--- config.mk ---
export PLATFORM = sky130hd
export DESIGN_NAME = steering_pid_stepper_control
export DESIGN_NICKNAME = d
export VERILOG_FILES = /design/src/sv/spsc_pkg.sv /design/src/sv/steering_pid_stepper_control.sv
export SDC_FILE = /design/constraint.sdc
export NUM_CORES = 1
export LEC_CHECK = 0
export ABC_AREA = 1
export BUFFER_PORTS_ARGS = -buffer_cell sky130_fd_sc_hd__buf_2
export CAP_MARGIN = 20
export CORE_MARGIN = 2
export CORE_UTILIZATION = 41
export DETAILED_ROUTE_END_ITERATION = 8
export PLACE_DENSITY_LB_ADDON = 0.15
export SETUP_SLACK_MARGIN = 0.4
export SKIP_CTS_REPAIR_TIMING = 1
export SLEW_MARGIN = 20
export SYNTH_ARGS = -nofsm -noshare
export SYNTH_HDL_FRONTEND = slang
export SYNTH_SLANG_ARGS = --single-unit
--- constraint.sdc ---
create_clock -name i_clk -period 6.1 [get_ports i_clk]
set_input_delay 0.305 -clock i_clk [delete_from_list [all_inputs] [get_ports i_clk]]
set_output_delay 0.305 -clock i_clk [all_outputs]
set_load 0.005 [all_outputs]
--- src/sv/spsc_pkg.sv ---
// ----------------------------------------------------------------------------
// spsc_pkg
// Types and constants of the steering PID stepper controller.
// ----------------------------------------------------------------------------
`timescale 1ns / 1ps

package spsc_pkg;

    // Sequencer states, one-hot.
    typedef enum logic [5:0] {
        ST_IDLE = 6'b000001,
        ST_PREP = 6'b000010,
        ST_MAC  = 6'b000100,
        ST_ABS  = 6'b001000,
        ST_DIV  = 6'b010000,
        ST_DONE = 6'b100000
    } t_state;

    // Configuration register indexes.
    localparam logic [2:0] REG_GAIN_P     = 3'd0;
    localparam logic [2:0] REG_GAIN_I     = 3'd1;
    localparam logic [2:0] REG_GAIN_D     = 3'd2;
    localparam logic [2:0] REG_RIGHT_GOAL = 3'd3;
    localparam logic [2:0] REG_LEFT_GOAL  = 3'd4;
    localparam logic [2:0] REG_SPEED_NUM  = 3'd5;
    localparam logic [2:0] REG_PER_FLOOR  = 3'd6;
    localparam logic [2:0] REG_PER_CEIL   = 3'd7;

    // Register reset values.
    localparam logic [7:0]  RST_GAIN_P     = 8'd4;
    localparam logic [7:0]  RST_GAIN_I     = 8'd1;
    localparam logic [7:0]  RST_GAIN_D     = 8'd2;
    localparam logic [5:0]  RST_RIGHT_GOAL = 6'd2;
    localparam logic [6:0]  RST_LEFT_GOAL  = 7'h7E;
    localparam logic [15:0] RST_SPEED_NUM  = 16'd1000;
    localparam logic [15:0] RST_PER_FLOOR  = 16'd75;
    localparam logic [15:0] RST_PER_CEIL   = 16'd500;

    // Steering commands.
    localparam logic [1:0] ACT_NONE   = 2'd0;
    localparam logic [1:0] ACT_RIGHT  = 2'd1;
    localparam logic [1:0] ACT_LEFT   = 2'd2;
    localparam logic [1:0] ACT_CENTER = 2'd3;

    // Step direction codes.
    localparam logic [1:0] DIR_NONE = 2'd0;
    localparam logic [1:0] DIR_REV  = 2'd1;
    localparam logic [1:0] DIR_FWD  = 2'd2;

    // Offset applied to a positive goal when forming the error.
    localparam logic signed [15:0] RIGHT_OFFSET = 16'sd5;

    // Error sum saturation limits, 24-bit signed, in the 25-bit adder width.
    localparam logic signed [24:0] SUM_MAX = 25'sd8388607;
    localparam logic signed [24:0] SUM_MIN = -25'sd8388608;

    // Divider iterations, one quotient bit each.
    localparam int DIV_STEPS = 16;
    // Multiply-accumulate passes: error, error sum, error change.
    localparam int MAC_PASSES = 3;

endpackage

--- src/sv/steering_pid_stepper_control.sv ---
// ----------------------------------------------------------------------------
// steering_pid_stepper_control
// Steering position controller that turns a PID value into a step period.
// ----------------------------------------------------------------------------
// Each input beat carries a steering command and an encoder count; each one
// yields exactly one result beat. The block works on one beat at a time and
// holds o_in_stall high while busy. A beat that leaves the position off the
// goal passes through error and sum update, three passes through a single
// 24x9 signed multiply-accumulate unit, a magnitude step, sixteen passes of
// a restoring divider that forms one quotient bit a cycle, and a final step
// to clamp and load the output register. A zero control value skips the
// divider, and a beat that lands on the goal goes from the error update
// straight to the output load. The result waits in the output register
// when the receiver stalls; the sequencer holds in its last state until
// that register is free.
`timescale 1ns / 1ps

module steering_pid_stepper_control #(
    parameter int ENCODER_SPAN = 80
) (
    input  logic               i_clk,
    input  logic               i_rst_n,
    // Configuration write port
    input  logic               i_cfg_we,
    input  logic [2:0]         i_cfg_index,
    input  logic [15:0]        i_cfg_data,
    // Input channel
    input  logic               i_in_valid,
    output logic               o_in_stall,
    input  logic [1:0]         i_action,
    input  logic [6:0]         i_encoder_count,
    // Output channel
    output logic               o_out_valid,
    input  logic               i_out_stall,
    output logic [1:0]         o_step_dir,
    output logic [15:0]        o_step_period,
    output logic signed [7:0]  o_error_now
);

    // Position width: wide enough for the folded span and the raw count.
    localparam int SPAN_BITS = $clog2(ENCODER_SPAN + 1);
    localparam int POS_W     = ((SPAN_BITS > 7) ? SPAN_BITS : 7) + 2;
    localparam logic signed [POS_W-1:0] SPAN_S = POS_W'(ENCODER_SPAN);
    localparam logic signed [POS_W-1:0] HALF_S = POS_W'(ENCODER_SPAN / 2);

    // Configuration registers.
    logic [7:0]  r_gain_p, r_gain_i, r_gain_d;
    logic [5:0]  r_right_goal;
    logic [6:0]  r_left_goal;
    logic [15:0] r_speed_num, r_per_floor, r_per_ceil;

    // Controller state.
    logic signed [7:0]  r_goal;
    logic signed [15:0] r_err, r_prev;
    logic signed [23:0] r_sum;

    // Working registers.
    spsc_pkg::t_state   r_state;
    logic [1:0]         r_act;
    logic [6:0]         r_enc;
    logic signed [16:0] r_der;
    logic [1:0]         r_dir;
    logic               r_zero;
    logic [3:0]         r_step;
    logic signed [33:0] r_acc;
    logic [33:0]        r_mag;
    logic [15:0]        r_rem;
    logic [15:0]        r_quo;

    // Output register.
    logic               r_out_valid;
    logic [1:0]         r_out_dir;
    logic [15:0]        r_out_period;
    logic signed [7:0]  r_out_err;

    // ------------------------------------------------------------------
    // Configuration writes.
    always_ff @(posedge i_clk) begin
        if (!i_rst_n) begin
            r_gain_p     <= spsc_pkg::RST_GAIN_P;
            r_gain_i     <= spsc_pkg::RST_GAIN_I;
            r_gain_d     <= spsc_pkg::RST_GAIN_D;
            r_right_goal <= spsc_pkg::RST_RIGHT_GOAL;
            r_left_goal  <= spsc_pkg::RST_LEFT_GOAL;
            r_speed_num  <= spsc_pkg::RST_SPEED_NUM;
            r_per_floor  <= spsc_pkg::RST_PER_FLOOR;
            r_per_ceil   <= spsc_pkg::RST_PER_CEIL;
        end else if (i_cfg_we) begin
            case (i_cfg_index)
                spsc_pkg::REG_GAIN_P:     r_gain_p     <= i_cfg_data[7:0];
                spsc_pkg::REG_GAIN_I:     r_gain_i     <= i_cfg_data[7:0];
                spsc_pkg::REG_GAIN_D:     r_gain_d     <= i_cfg_data[7:0];
                spsc_pkg::REG_RIGHT_GOAL: r_right_goal <= i_cfg_data[5:0];
                spsc_pkg::REG_LEFT_GOAL:  r_left_goal  <= i_cfg_data[6:0];
                spsc_pkg::REG_SPEED_NUM:  r_speed_num  <= i_cfg_data;
                spsc_pkg::REG_PER_FLOOR:  r_per_floor  <= i_cfg_data;
                spsc_pkg::REG_PER_CEIL:   r_per_ceil   <= i_cfg_data;
                default: ;
            endcase
        end
    end

    // ------------------------------------------------------------------
    // Handshake.
    logic w_in_acc;
    logic w_out_free;
    assign o_in_stall = (r_state != spsc_pkg::ST_IDLE);
    assign w_in_acc   = i_in_valid && !o_in_stall;
    assign w_out_free = !r_out_valid || !i_out_stall;

    // ------------------------------------------------------------------
    // Position fold, goal selection, error and sum update.
    logic signed [POS_W-1:0] w_cnt, w_pos;
    logic signed [7:0]       w_goal;
    logic signed [15:0]      w_pos16, w_goal16, w_err;
    logic signed [24:0]      w_sum_raw;
    logic signed [23:0]      w_sum;
    logic                    w_at_goal;
    logic [1:0]              w_dir;

    always_comb begin
        w_cnt = signed'({{(POS_W - 7){1'b0}}, r_enc});
        w_pos = (w_cnt > HALF_S) ? (w_cnt - SPAN_S) : w_cnt;

        case (r_act)
            spsc_pkg::ACT_RIGHT:  w_goal = signed'({2'b00, r_right_goal});
            spsc_pkg::ACT_LEFT:   w_goal = signed'({r_left_goal[6], r_left_goal});
            spsc_pkg::ACT_CENTER: w_goal = '0;
            default:              w_goal = r_goal;
        endcase

        w_pos16   = signed'({{(16 - POS_W){w_pos[POS_W-1]}}, w_pos});
        w_goal16  = signed'({{8{w_goal[7]}}, w_goal});
        w_at_goal = (w_pos16 == w_goal16);

        // A zero goal keeps the previous error.
        if (w_goal > 8'sd0) begin
            w_err = w_pos16 - spsc_pkg::RIGHT_OFFSET + w_goal16;
        end else if (w_goal < 8'sd0) begin
            w_err = w_pos16 - w_goal16;
        end else begin
            w_err = r_err;
        end

        w_sum_raw = signed'({r_sum[23], r_sum}) + signed'({{9{w_err[15]}}, w_err});
        if (w_sum_raw > spsc_pkg::SUM_MAX) begin
            w_sum = spsc_pkg::SUM_MAX[23:0];
        end else if (w_sum_raw < spsc_pkg::SUM_MIN) begin
            w_sum = spsc_pkg::SUM_MIN[23:0];
        end else begin
            w_sum = w_sum_raw[23:0];
        end

        if (w_goal < 8'sd0) begin
            w_dir = (w_pos16 < w_goal16) ? spsc_pkg::DIR_REV : spsc_pkg::DIR_FWD;
        end else if (w_goal > 8'sd0) begin
            w_dir = (w_pos16 > w_goal16) ? spsc_pkg::DIR_FWD : spsc_pkg::DIR_REV;
        end else begin
            w_dir = (w_pos16 < 16'sd0) ? spsc_pkg::DIR_REV : spsc_pkg::DIR_FWD;
        end
    end

    // ------------------------------------------------------------------
    // Shared multiply-accumulate unit: one term per pass.
    logic signed [23:0] w_mac_op;
    logic [7:0]         w_mac_gain;
    logic signed [32:0] w_prod;

    always_comb begin
        case (r_step[1:0])
            2'd0: begin
                w_mac_op   = signed'({{8{r_err[15]}}, r_err});
                w_mac_gain = r_gain_p;
            end
            2'd1: begin
                w_mac_op   = r_sum;
                w_mac_gain = r_gain_i;
            end
            default: begin
                w_mac_op   = signed'({{7{r_der[16]}}, r_der});
                w_mac_gain = r_gain_d;
            end
        endcase
        w_prod = w_mac_op * signed'({1'b0, w_mac_gain});
    end

    // ------------------------------------------------------------------
    // Restoring divider step and period clamp.
    logic [16:0] w_trial;
    logic        w_fits;
    logic [15:0] w_period;

    always_comb begin
        w_trial = {r_rem, r_quo[15]};
        w_fits  = ({17'd0, w_trial} >= r_mag);

        if (r_zero) begin
            w_period = '0;
        end else if (r_quo < r_per_floor) begin
            w_period = r_per_floor;
        end else if (r_quo > r_per_ceil) begin
            w_period = r_per_ceil;
        end else begin
            w_period = r_quo;
        end
    end

    // ------------------------------------------------------------------
    // Sequencer and controller state.
    always_ff @(posedge i_clk) begin
        if (!i_rst_n) begin
            r_state <= spsc_pkg::ST_IDLE;
            r_goal  <= '0;
            r_err   <= '0;
            r_prev  <= '0;
            r_sum   <= '0;
            r_step  <= '0;
        end else begin
            case (r_state)
                spsc_pkg::ST_IDLE: begin
                    if (w_in_acc) begin
                        r_state <= spsc_pkg::ST_PREP;
                    end
                end
                spsc_pkg::ST_PREP: begin
                    r_goal <= w_goal;
                    r_step <= '0;
                    if (w_at_goal) begin
                        r_err   <= '0;
                        r_prev  <= '0;
                        r_sum   <= '0;
                        r_state <= spsc_pkg::ST_DONE;
                    end else begin
                        r_err   <= w_err;
                        r_prev  <= w_err;
                        r_sum   <= w_sum;
                        r_state <= spsc_pkg::ST_MAC;
                    end
                end
                spsc_pkg::ST_MAC: begin
                    if (r_step == 4'(spsc_pkg::MAC_PASSES - 1)) begin
                        r_step  <= '0;
                        r_state <= spsc_pkg::ST_ABS;
                    end else begin
                        r_step <= r_step + 4'd1;
                    end
                end
                spsc_pkg::ST_ABS: begin
                    r_state <= (r_acc == '0) ? spsc_pkg::ST_DONE : spsc_pkg::ST_DIV;
                end
                spsc_pkg::ST_DIV: begin
                    if (r_step == 4'(spsc_pkg::DIV_STEPS - 1)) begin
                        r_step  <= '0;
                        r_state <= spsc_pkg::ST_DONE;
                    end else begin
                        r_step <= r_step + 4'd1;
                    end
                end
                spsc_pkg::ST_DONE: begin
                    if (w_out_free) begin
                        r_state <= spsc_pkg::ST_IDLE;
                    end
                end
                default: r_state <= spsc_pkg::ST_IDLE;
            endcase
        end
    end

    // Datapath registers without reset.
    always_ff @(posedge i_clk) begin
        case (r_state)
            spsc_pkg::ST_IDLE: begin
                if (w_in_acc) begin
                    r_act <= i_action;
                    r_enc <= i_encoder_count;
                end
            end
            spsc_pkg::ST_PREP: begin
                r_der  <= signed'({w_err[15], w_err}) - signed'({r_prev[15], r_prev});
                r_dir  <= w_at_goal ? spsc_pkg::DIR_NONE : w_dir;
                r_zero <= w_at_goal;
                r_acc  <= '0;
            end
            spsc_pkg::ST_MAC: begin
                r_acc <= r_acc + signed'({w_prod[32], w_prod});
            end
            spsc_pkg::ST_ABS: begin
                r_mag <= r_acc[33] ? 34'(-r_acc) : 34'(r_acc);
                r_rem <= '0;
                // A zero control value takes the ceiling before the clamp.
                r_quo <= (r_acc == '0) ? r_per_ceil : r_speed_num;
            end
            spsc_pkg::ST_DIV: begin
                r_rem <= w_fits ? 16'(w_trial - r_mag[16:0]) : w_trial[15:0];
                r_quo <= {r_quo[14:0], w_fits};
            end
            default: ;
        endcase
    end

    // ------------------------------------------------------------------
    // Output register.
    always_ff @(posedge i_clk) begin
        if (!i_rst_n) begin
            r_out_valid <= 1'b0;
        end else if (r_state == spsc_pkg::ST_DONE && w_out_free) begin
            r_out_valid <= 1'b1;
        end else if (!i_out_stall) begin
            r_out_valid <= 1'b0;
        end
    end

    always_ff @(posedge i_clk) begin
        if (r_state == spsc_pkg::ST_DONE && w_out_free) begin
            r_out_dir    <= r_dir;
            r_out_period <= w_period;
            r_out_err    <= r_err[7:0];
        end
    end

    assign o_out_valid   = r_out_valid;
    assign o_step_dir    = r_out_dir;
    assign o_step_period = r_out_period;
    assign o_error_now   = r_out_err;

endmodule

==> metrics.md, run 1 <==
| Metric | Value |
|---|---|
| Fin util | 0.503 |
| TritonCTS clock tree | yes |
| Pin count of the biggest net entering global routing | 62 |
| CP Max Fanout | 11 |
| Final period utilization | 0.953 |
| WP data arrival | ~6 ns |
| Ys async rst share | 0 |
| Non-Filler Instances | 4,650 |
| Post-synthesis sequential area ratio | 0.287 |
| Later-pin clock latency in the skew report | 0.58 ns |
| Gpl congestion | 0.888 |
| Wl on met1 | between 30,000 and 40,000 µm |
| Final WL | 74,600 µm |
| Via Count | approximately 23,000 |
| Synthesis-stage register bit count | about 300 |
| Die Y | between 200 and 300 µm |
| FP Rows | 92 |
| Max capacitance violation total | 0 |
| Status | finished, final reports clean |
| EDFF count, synth | 155 |
| Syn_area_per_cell | 7.46 µm² |
| # H-tree levels | 2 |
| Syn Inst Count | 3,522 |
| Placed Instances | roughly 4,500 |
| CTS root buf | clkbuf_16 |
| Most frequent cells in the layout | nand2_1, inv_1, nor2_1 |
| DRT Pass-1 Iters | 5 |
| Routed met3 length | 3460 µm |
| Final Net Count | 4,182 |
| Final setup fails | 0 |
| Synthesis Warnings | 0 |
| Final Max Slew Viols | 0 |
| Worst min path class | in2reg |
| Slew of the pin with the lowest slew margin | 1.02 ns |
| TritonCTS buffer count | 39 |
| RSZ-0062 raised after global routing | yes |
| Max Clk Rate | roughly 170 MHz |
| DRT antenna net count | 0 |
| Synth cell types | 53 |
| Mapped cell area | 26,300 µm² |
| Starting Density | 0.416 |
| Worst path required time | 6.41 ns |
| Critical path launch point type | register |
| Via-to-Cell Ratio | 4.97 |
| Commonest non-fill, non-tap cell in the layout | nand2_1 |
| Metal2 WL | 34,700 µm |
| WS Path Type | reg2reg |
| Chip width | 257 µm |
| Overall Power | ~0.0069 W |
| Total clock sinks | between 200 and 300 |
| Max IR drop VDD | 321 µV |
| Crit end category | register |
| Grt ovf | 0 |
| Wire per inst | 16.0 µm |
| Clock slew at reported path FFs | around 0.070 ns |
| Ys flop type | edfxtp_1 |
| Share of cells above drive strength 1 | 0.161 |
| Clock skew | 0.0350 ns |
| Vias in the first global route | around 23,000 |
| Pwr Density | between 200 and 250 nW/µm² |
| GRT Util Overall | 0.226 |
| Port Buffer Count | 60 |
| Full die area | 66,200 µm² |
| Residual DRC count | 0 |
| DPL Wire Length | 57,000 µm |
| LEAKAGE | 15.2 nW |
| Global-route wire length before repair | 121,000 µm |
| Top Layer Used | met4 |
| Antenna violations before repair | 0 |
| Slew HR | 0.321 |
| DRT iter0 DRCs | 1,456 |
| Synthesis-to-finish area growth | 21.0% |
| Longest Clk Path Bufs | 3 |
| Core Box Area | 63,200 µm² |
| Fin Hold WS | approximately 0.013 ns |
| Final Hold Viols | 0 |
| I/O Pins | between 60 and 70 |
| Fin Setup TNS | 0 ns |
| Syn nets | 3,931 |
| Period minus WS final | between 5 and 6 ns |
-- critical path, cell delays in order, from the launching register on --
cell,delay (ns)
dfxtp_4,0.37
inv_4,0.06
ha_4,0.18
inv_2,0.06
buf_12,0.14
buf_4,0.14
o211ai_1,0.28
buf_4,0.22
nand2_1,0.08
fa_1,0.50
inv_1,0.05
fa_1,0.51
inv_2,0.05
fa_1,0.54
inv_2,0.04
fa_1,0.52
fa_1,0.46
ha_4,0.30
a21oi_4,0.24
o21ai_4,0.10
a21oi_2,0.17
nor2_1,0.07
nor2_2,0.16
o31ai_4,0.10
o21ai_1,0.13
a21oi_1,0.06
-- per-stage QoR --
step / cell area, µm² / setup slack, ns
after floorplan: 26400 / 0.378
after CTS: 30100 / -0.434
after global routing: 31800 / 0.0748
final: 31800 / 0.287
after detailed placement: 28800 / -0.390
after global placement: 28800 / -0.355
-- kinds of logic (layout without fill, tap and decap cells) --
kind of cell,after synthesis,after routing,synth area share
compound gates,559,559,0.115
xor+xnor,85,85,0.0283
fa+ha+maj,376,376,0.232
buf+inv,734,1015,0.107
flops,299,299,0.287
other cells,0,1,0
simple gates,1469,1469,0.231
-- layout make-up --
type	instances	area [µm²]
antenna	1	2.50
inverter	646	2450
fill	6253	31400
tap	846	1060
sequential	299	7540
timing repair buffer	298	2290
multi-input combinational	2489	17100
clock inverter	25	248
clock buffer	46	1080
-- synthesized netlist by cell type, types with 6 or more instances --
cell type	instances	share of area
nor2_1	319	0.046
and2_1	7	0.0017
o22ai_1	9	0.0021
nor4_1	9	0.0021
edfxtp_1	155	0.18
nand3_1	166	0.032
nor2_2	10	0.0024
o21ai_0	162	0.031
inv_2	9	0.0013
a21oi_2	6	0.0020
xor2_1	53	0.018
xnor2_1	32	0.011
inv_1	634	0.091
a21oi_1	283	0.054
o21a_1	12	0.0034
dfxtp_1	144	0.11
nand4_1	49	0.012
buf_2	15	0.0029
o21ai_1	24	0.0046
o211ai_1	26	0.0074
o21bai_1	12	0.0034
ha_1	190	0.090
fa_1	186	0.14
nand2_1	856	0.12
nor3_1	31	0.0059
clkbuf_1	63	0.0090
-- power breakdown --
group	switching (W)	internal (W)	total, W
combinational	0.00141	0.000839	0.00224
clock	0.000966	0.00140	0.00237
sequential	0.0000456	0.00220	0.00225
-- flip-flops by register name, indices dropped and copies added, names as in the netlist, 16 cells and up --
name and cells:
r_der 17, o_step_period 16, r_prev 16, r_speed_num 16
r_rem 16, r_acc 34, r_per_ceil 16, r_per_floor 16
r_quo 16, r_sum 24, r_mag 34
-- final timing paths --
check                          from  slack (ns)                            to  cells past startpoint
max          r_step[0]$_SDFFE_PN0P_        0.29       r_acc[25]$_SDFFCE_PN0P_                     25
min                  i_cfg_data[10]        0.01  r_speed_num[10]$_SDFFE_PN0P_                      3
max reg2reg  r_step[0]$_SDFFE_PN0P_        0.29       r_acc[25]$_SDFFCE_PN0P_                     25
min reg2reg  r_dir[1]$_SDFFCE_PP0P_        0.42       o_step_dir[1]$_DFFE_PP_                      0
-- per-layer routing --
layer,up-vias,GRT usage
li1,11736,-
met1,10812,0.319
met2,481,0.375
met3,89,0.0230
met4,0,0.0468
met5,-,0
Note: power is estimated with default switching activity, not from simulation.
==> inputs of run 2 (changes only) <==
--- a/config.mk
+++ b/config.mk
@@ -6,11 +6,12 @@
 export NUM_CORES = 1
 export LEC_CHECK = 0
 export ABC_AREA = 1
-export BUFFER_PORTS_ARGS = -buffer_cell sky130_fd_sc_hd__buf_2
 export CAP_MARGIN = 20
 export CORE_MARGIN = 2
 export CORE_UTILIZATION = 41
 export DETAILED_ROUTE_END_ITERATION = 8
+export DONT_BUFFER_PORTS = 1
+export GPL_TIMING_DRIVEN = 0
 export PLACE_DENSITY_LB_ADDON = 0.15
 export SETUP_SLACK_MARGIN = 0.4
 export SKIP_CTS_REPAIR_TIMING = 1
==> run 2 against run 1 <==
Critical path depth increased by 3. Die area unchanged. Clock skew decreased by 0.016 ns. Critical endpoint is now r_acc[23]$_SDFFCE_PN0P_. Register-to-register slack got worse by 0.16 ns. Largest power group is now combinational cells. Worst hold slack got worse by 0.074 ns. Largest cell class unchanged. Non-clock buffer count decreased by 61. The run now ends with hold timing left.
==> metrics.md, run 2 (synthesis gave the netlist of run 1 again) <==
| Metric | Value |
|---|---|
| Most frequent cells in the layout | nand2_1, inv_1, nor2_1 (unchanged) |
| Grt ovf | 0 (unchanged) |
| Final Net Count | 4,121 (was 4,182) |
| DRT antenna net count | 0 (unchanged) |
| Crit end category | register (unchanged) |
| Status | complete, but fails checks (was finished, final reports clean) |
| Clock slew at reported path FFs | 0.06 ns (was 0.07 ns) |
| Antenna violations before repair | 1 (was 0) |
| Fin Setup TNS | 0 ns (unchanged) |
| TritonCTS clock tree | yes (unchanged) |
| Pin count of the biggest net entering global routing | 30 (was 62) |
| RSZ-0062 raised after global routing | yes (unchanged) |
| Largest regs | r_acc x34, r_mag x34, r_sum x24 (unchanged) |
| DRT Pass-1 Iters | 7 (was 5) |
| Final setup fails | 0 (unchanged) |
| WS Path Type | reg2reg (unchanged) |
| Vias in the first global route | 22,310 (was 22,811) |
| Final Hold Viols | 9 (was 0) |
| Reg area | 7540 µm² (about the same) |
| Commonest non-fill, non-tap cell in the layout | nand2_1 (unchanged) |
| CP Max Fanout | 8 (was 11) |
| Max Clk Rate | 167 MHz (was 172 MHz) |
| DRT iter0 DRCs | 1,764 (was 1,456) |
| Via Count | 23,494 (was 23,118) |
| Final period utilization | 0.979 (was 0.953) |
| Fillers | 6,150 (was 6,253) |
| Gpl congestion | 0.897 (was 0.888) |
| Slew HR | 0.317 (was 0.321) |
| Port Buffer Count | 0 (was 60) |
| Top Layer Used | met4 (unchanged) |
| CTS root buf | clkbuf_16 (unchanged) |
| Synthesis-to-finish area growth | 21.5% (was 21.0%) |
| Full die area | 66,200 µm² (unchanged) |
| Worst min path class | in2reg (unchanged) |
| Design Area, Final | 31,900 µm² (was 31,800 µm²) |
| Final Max Slew Viols | 0 (unchanged) |
| Core Box Area | 63,200 µm² (unchanged) |
| Die Y | 257 µm (unchanged) |
| Max IR drop VDD | 177 µV (was 321 µV) |
| Multi-input logic area | 17,600 µm² (was 17,100 µm²) |
| Largest stage delay, worst path | 0.55 ns (was 0.54 ns) |
| Clock skew | 0.0194 ns (was 0.0350 ns) |
| Most used cell, CP | fa_1 (unchanged) |
| Longest Clk Path Bufs | 3 (unchanged) |
| Placed Instance Area | 27,600 µm² (was 28,800 µm²) |
| Max capacitance violation total | 0 (unchanged) |
| Final WL | 81,300 µm (was 74,600 µm) |
| Global-route wire length before repair | 125,000 µm (was 121,000 µm) |
| Failing checks | hold timing |
| DPL Wire Length | 62,300 µm (was 57,000 µm) |
| LEAKAGE | 14.9 nW (was 15.2 nW) |
| Critical path launch point type | register (unchanged) |
| Share of cells above drive strength 1 | 0.151 (was 0.161) |
| Wire per inst | 17.7 µm (was 16.0 µm) |
| Slowest cell on the critical path | fa_2 (was fa_1) |
| TritonCTS buffer count | 37 (was 39) |
| Pwr Density | 215 nW/µm² (was 216 nW/µm²) |
| Routed met3 length | 3700 µm (was 3460 µm) |
| Period minus WS final | 5.97 ns (was 5.81 ns) |
| GRT Util Overall | 0.238 (was 0.226) |
| Total clock sinks | 299 (unchanged) |
| Wl on met1 | 37,700 µm (was 35,200 µm) |
| FP Rows | 92 (unchanged) |
| Fin Hold WS | -0.0607 ns (was 0.0131 ns) |
| Metal2 WL | 38,300 µm (was 34,700 µm) |
| Starting Density | 0.416 (unchanged) |
| Via-to-Cell Ratio | 5.12 (was 4.97) |
| Residual DRC count | 0 (unchanged) |
| Slew of the pin with the lowest slew margin | 1.02 ns (about the same) |
| Worst path required time | 6.42 ns (was 6.41 ns) |
| # H-tree levels | 2 (unchanged) |
| I/O Pins | 61 (unchanged) |
| WP data arrival | 6.30 ns (was 6.12 ns) |
| Chip width | 257 µm (unchanged) |
| Later-pin clock latency in the skew report | 0.57 ns (was 0.58 ns) |
## run 2: path summary, 6_finish.rpt
check        slack, ns                           to                    from  cells after the start
max reg2reg       0.13      r_acc[23]$_SDFFCE_PN0P_  r_step[1]$_SDFFE_PN0P_                     28
max               0.13      r_acc[23]$_SDFFCE_PN0P_  r_step[1]$_SDFFE_PN0P_                     28
min reg2reg       0.44      o_step_dir[1]$_DFFE_PP_  r_dir[1]$_SDFFCE_PP0P_                      0
min              -0.06  r_per_floor[5]$_SDFFE_PN0P_           i_cfg_data[5]                      2
## run 2: worst max-delay path, delay by kind of cell (launching register included)
family,cells,cell delay [ns]
simple gates,6,0.53
buf+inv,9,0.96
fa+ha+maj,7,3.01
flops,1,0.37
compound gates,6,0.84
## run 2: stage by stage
step / util / setup WS (ns) / total power, W / instances
2_1_floorplan: - / 0.378 / 0.00378 / 3522
3_3_place_gp: 0.434 / -1.07 / 0.00429 / 4368
3_5_place_dp: 0.437 / -1.06 / 0.00430 / 4376
4_1_cts: 0.457 / -1.04 / 0.00662 / 4443
5_1_grt: 0.505 / -0.0770 / 0.00725 / 4588
6_report: 0.505 / 0.126 / 0.00686 / 4588
## run 2: metal layers
layer  up-vias  GRT usage
li1      11629          -
met4         0     0.0443
met3       115     0.0237
met5         -          0
met1     11189      0.336
met2       561      0.398
## run 2: where the power goes
part           switching, W  internal, W
combinational       0.00147     0.000838
clock              0.000975      0.00133
sequential        0.0000465      0.00220
total               0.00249      0.00437
## run 2: layout make-up
cell class | instances | share of cell area
timing repair buffer | 149 | 0.0465
antenna | 2 | 0.000157
sequential | 299 | 0.236
multi-input combinational | 2490 | 0.551
tap | 846 | 0.0332
clock buffer | 49 | 0.0333
clock inverter | 18 | 0.00580
buffer | 88 | 0.0168
inverter | 646 | 0.0772
timing repair inverter | 1 | 0.000235
==> inputs of run 3 (changes only) <==
==> constraint.sdc (replaced) <==
create_clock -name i_clk -period 6.4 [get_ports i_clk]
set_input_delay 0.32 -clock i_clk [delete_from_list [all_inputs] [get_ports i_clk]]
set_output_delay 0.32 -clock i_clk [all_outputs]
set_load 0.005 [all_outputs]
==> run 3 against run 2 <==
The flow still finishes with violations (hold timing). Maximum frequency decreased by 1.6%. Clock power down 6%. Final cell count shrank 0.61%. Wire length shrank 1.4%. Largest cell class unchanged.
==> metrics.md, run 3 (synthesis gave the netlist of run 1 again) <==
| Metric | Value |
|---|---|
| Via Count | 23,198 (was 23,494) |
| TritonCTS buffer count | 37 (unchanged) |
| LEAKAGE | 14.7 nW (was 14.9 nW) |
| Gpl congestion | 0.905 (was 0.897) |
| Final period utilization | 0.948 (was 0.979) |
| Failing checks | hold timing (unchanged) |
| Reg area | 7540 µm² (unchanged) |
| Total clock sinks | 299 (unchanged) |
| Synthesis-to-finish area growth | 18.7% (was 21.5%) |
| Chip width | 257 µm (unchanged) |
| I/O Pins | 61 (unchanged) |
| DRT iter0 DRCs | 1,641 (was 1,764) |
| R2r worst-path depth | 25 (was 28) |
| Largest regs | r_acc x34, r_mag x34, r_sum x24 (unchanged) |
| DPL Wire Length | 61,700 µm (was 62,300 µm) |
| Max capacitance violation total | 0 (unchanged) |
| WP data arrival | 6.39 ns (was 6.30 ns) |
| Worst hold stages | 2 (unchanged) |
| Longest Clk Path Bufs | 3 (unchanged) |
| Most frequent cells in the layout | nand2_1, inv_1, nor2_1 (unchanged) |
| Diodes inserted | 0 (was 2) |
| Routing usage on met3 | 0.0269 (was 0.0237) |
| Design Area, Final | 31,200 µm² (was 31,900 µm²) |
| Final setup fails | 0 (unchanged) |
| Full die area | 66,200 µm² (unchanged) |
| Period minus WS final | 6.07 ns (was 5.97 ns) |
| Port Buffer Count | 0 (unchanged) |
| Slowest cell on the critical path | fa_1 (was fa_2) |
| Max Clk Rate | 165 MHz (was 167 MHz) |
| Worst path required time | 6.72 ns (was 6.42 ns) |
| Clock skew | 0.0235 ns (was 0.0194 ns) |
| Final Max Slew Viols | 0 (unchanged) |
| Largest stage delay, worst path | 0.57 ns (was 0.55 ns) |
| Wire per inst | 17.6 µm (was 17.7 µm) |
| Fillers | 6,211 (was 6,150) |
| Via-to-Cell Ratio | 5.09 (was 5.12) |
| Commonest non-fill, non-tap cell in the layout | nand2_1 (unchanged) |
| Worst reg2reg startpoint | r_step[0]$_SDFFE_PN0P_ (was r_step[1]$_SDFFE_PN0P_) |
| Later-pin clock latency in the skew report | 0.57 ns (about the same) |
| FP Rows | 92 (unchanged) |
| Global-route wire length before repair | 122,000 µm (was 125,000 µm) |
| Placed Instance Area | 27,500 µm² (was 27,600 µm²) |
| Multi-input logic area | 17,200 µm² (was 17,600 µm²) |
| RR Endpoint | r_acc[33]$_SDFFCE_PN0P_ (was r_acc[23]$_SDFFCE_PN0P_) |
| Final Net Count | 4,095 (was 4,121) |
| Critical path launch point type | register (unchanged) |
| WS Path Type | reg2reg (unchanged) |
| Vias in the first global route | 21,956 (was 22,310) |
| Hold wc startpoint | i_cfg_data[9] (was i_cfg_data[5]) |
| Starting Density | 0.416 (unchanged) |
| Worst reg-to-reg setup slack | 0.33 ns (was 0.13 ns) |
| DRT Pass-1 Iters | 5 (was 7) |
| Fin Hold WS | -0.0500 ns (was -0.0607 ns) |
| Global routing's busiest layer | met2 (unchanged) |
| GRT Util Overall | 0.234 (was 0.238) |
| RSZ-0062 raised after global routing | yes (unchanged) |
| Status | complete, but fails checks (unchanged) |
| Die Y | 257 µm (unchanged) |
| Max IR drop VDD | 160 µV (was 177 µV) |
| Slew HR | 0.283 (was 0.317) |
| TritonCTS clock tree | yes (unchanged) |
| Clock slew at reported path FFs | 0.06 ns (about the same) |
| Grt ovf | 0 (unchanged) |
| Residual DRC count | 0 (unchanged) |
| Most used cell, CP | fa_1 (unchanged) |
| End of the worst hold path | r_per_ceil[9]$_SDFFE_PN0P_ (was r_per_floor[5]$_SDFFE_PN0P_) |
| CP Max Fanout | 7 (was 8) |
| DRT antenna net count | 0 (unchanged) |
| Pin count of the biggest net entering global routing | 30 (unchanged) |
| Pwr Density | 206 nW/µm² (was 215 nW/µm²) |
| GR Util met1 | 0.329 (was 0.336) |
| # H-tree levels | 2 (unchanged) |
| Core Box Area | 63,200 µm² (unchanged) |
| Final WL | 80,200 µm (was 81,300 µm) |
| Share of cells above drive strength 1 | 0.120 (was 0.151) |
| Antenna violations before repair | 0 (was 1) |
| CTS root buf | clkbuf_16 (unchanged) |
| Crit end category | register (unchanged) |
| Worst min path class | in2reg (unchanged) |
| Final Hold Viols | 13 (was 9) |
| Slew of the pin with the lowest slew margin | 1.07 ns (was 1.02 ns) |
| Met2 usage in global routing | 0.379 (was 0.398) |
## run 3: report_power, final
part	switching [W]	leakage, nW	internal (W)
logic	0.00137	11.5	0.000755
clock network	0.000930	0.599	0.00123
registers	0.0000440	2.58	0.00210
total	0.00234	14.7	0.00408
## run 3: layer usage
layer | part of all wire | routed length, µm
met3 | 0.054 | 4350
met1 | 0.46 | 36700
met2 | 0.46 | 37100
met5 | 0 | 0
met4 | 0.024 | 1950
## run 3: final cells by class
class                   count  area share
clock buffers              47      0.0339
clock inverters            20     0.00553
flip-flops and latches    299       0.242
multi-input cells        2490       0.552
repair buffers            123      0.0379
inverters                 646      0.0786
well taps                 846      0.0339
plain buffers              88      0.0165
repair inverters            1    0.000241
## run 3: worst max-delay path, delay by kind of cell (launching register included)
family	cells	cell delay, ns
compound gates	3	0.49
fa+ha+maj	7	3.08
flops	1	0.38
simple gates	7	1.01
buf+inv	8	0.84
## run 3: worst max path at each step
stage                      startpoint                       to  slack, ns  depth (start not counted)
5_1_grt        r_step[0]$_SDFFE_PN0P_  r_acc[26]$_SDFFCE_PN0P_       0.19                         27
2_1_floorplan  r_step[0]$_SDFFE_PN0P_  r_acc[33]$_SDFFCE_PN0P_       0.48                         25
3_3_place_gp   r_step[0]$_SDFFE_PN0P_  r_acc[33]$_SDFFCE_PN0P_      -1.14                         23
4_1_cts        r_step[0]$_SDFFE_PN0P_  r_acc[33]$_SDFFCE_PN0P_      -1.18                         25
3_5_place_dp   r_step[0]$_SDFFE_PN0P_  r_acc[33]$_SDFFCE_PN0P_      -1.23                         25
6_report       r_step[0]$_SDFFE_PN0P_  r_acc[33]$_SDFFCE_PN0P_       0.33                         25
## run 3: stage by stage
stage	std cells	utilization	setup slack [ns]	setup TNS, ns	total power, W
CTS	4444	0.455	-1.18	-19.47	0.00627
detailed placement	4377	0.436	-1.23	-19.36	0.00409
finish	4560	0.494	0.331	0	0.00642
global route	4560	0.494	0.185	0	0.00679
floorplan	3522	-	0.479	0	0.00360
global placement	4368	0.433	-1.14	-18.81	0.00409
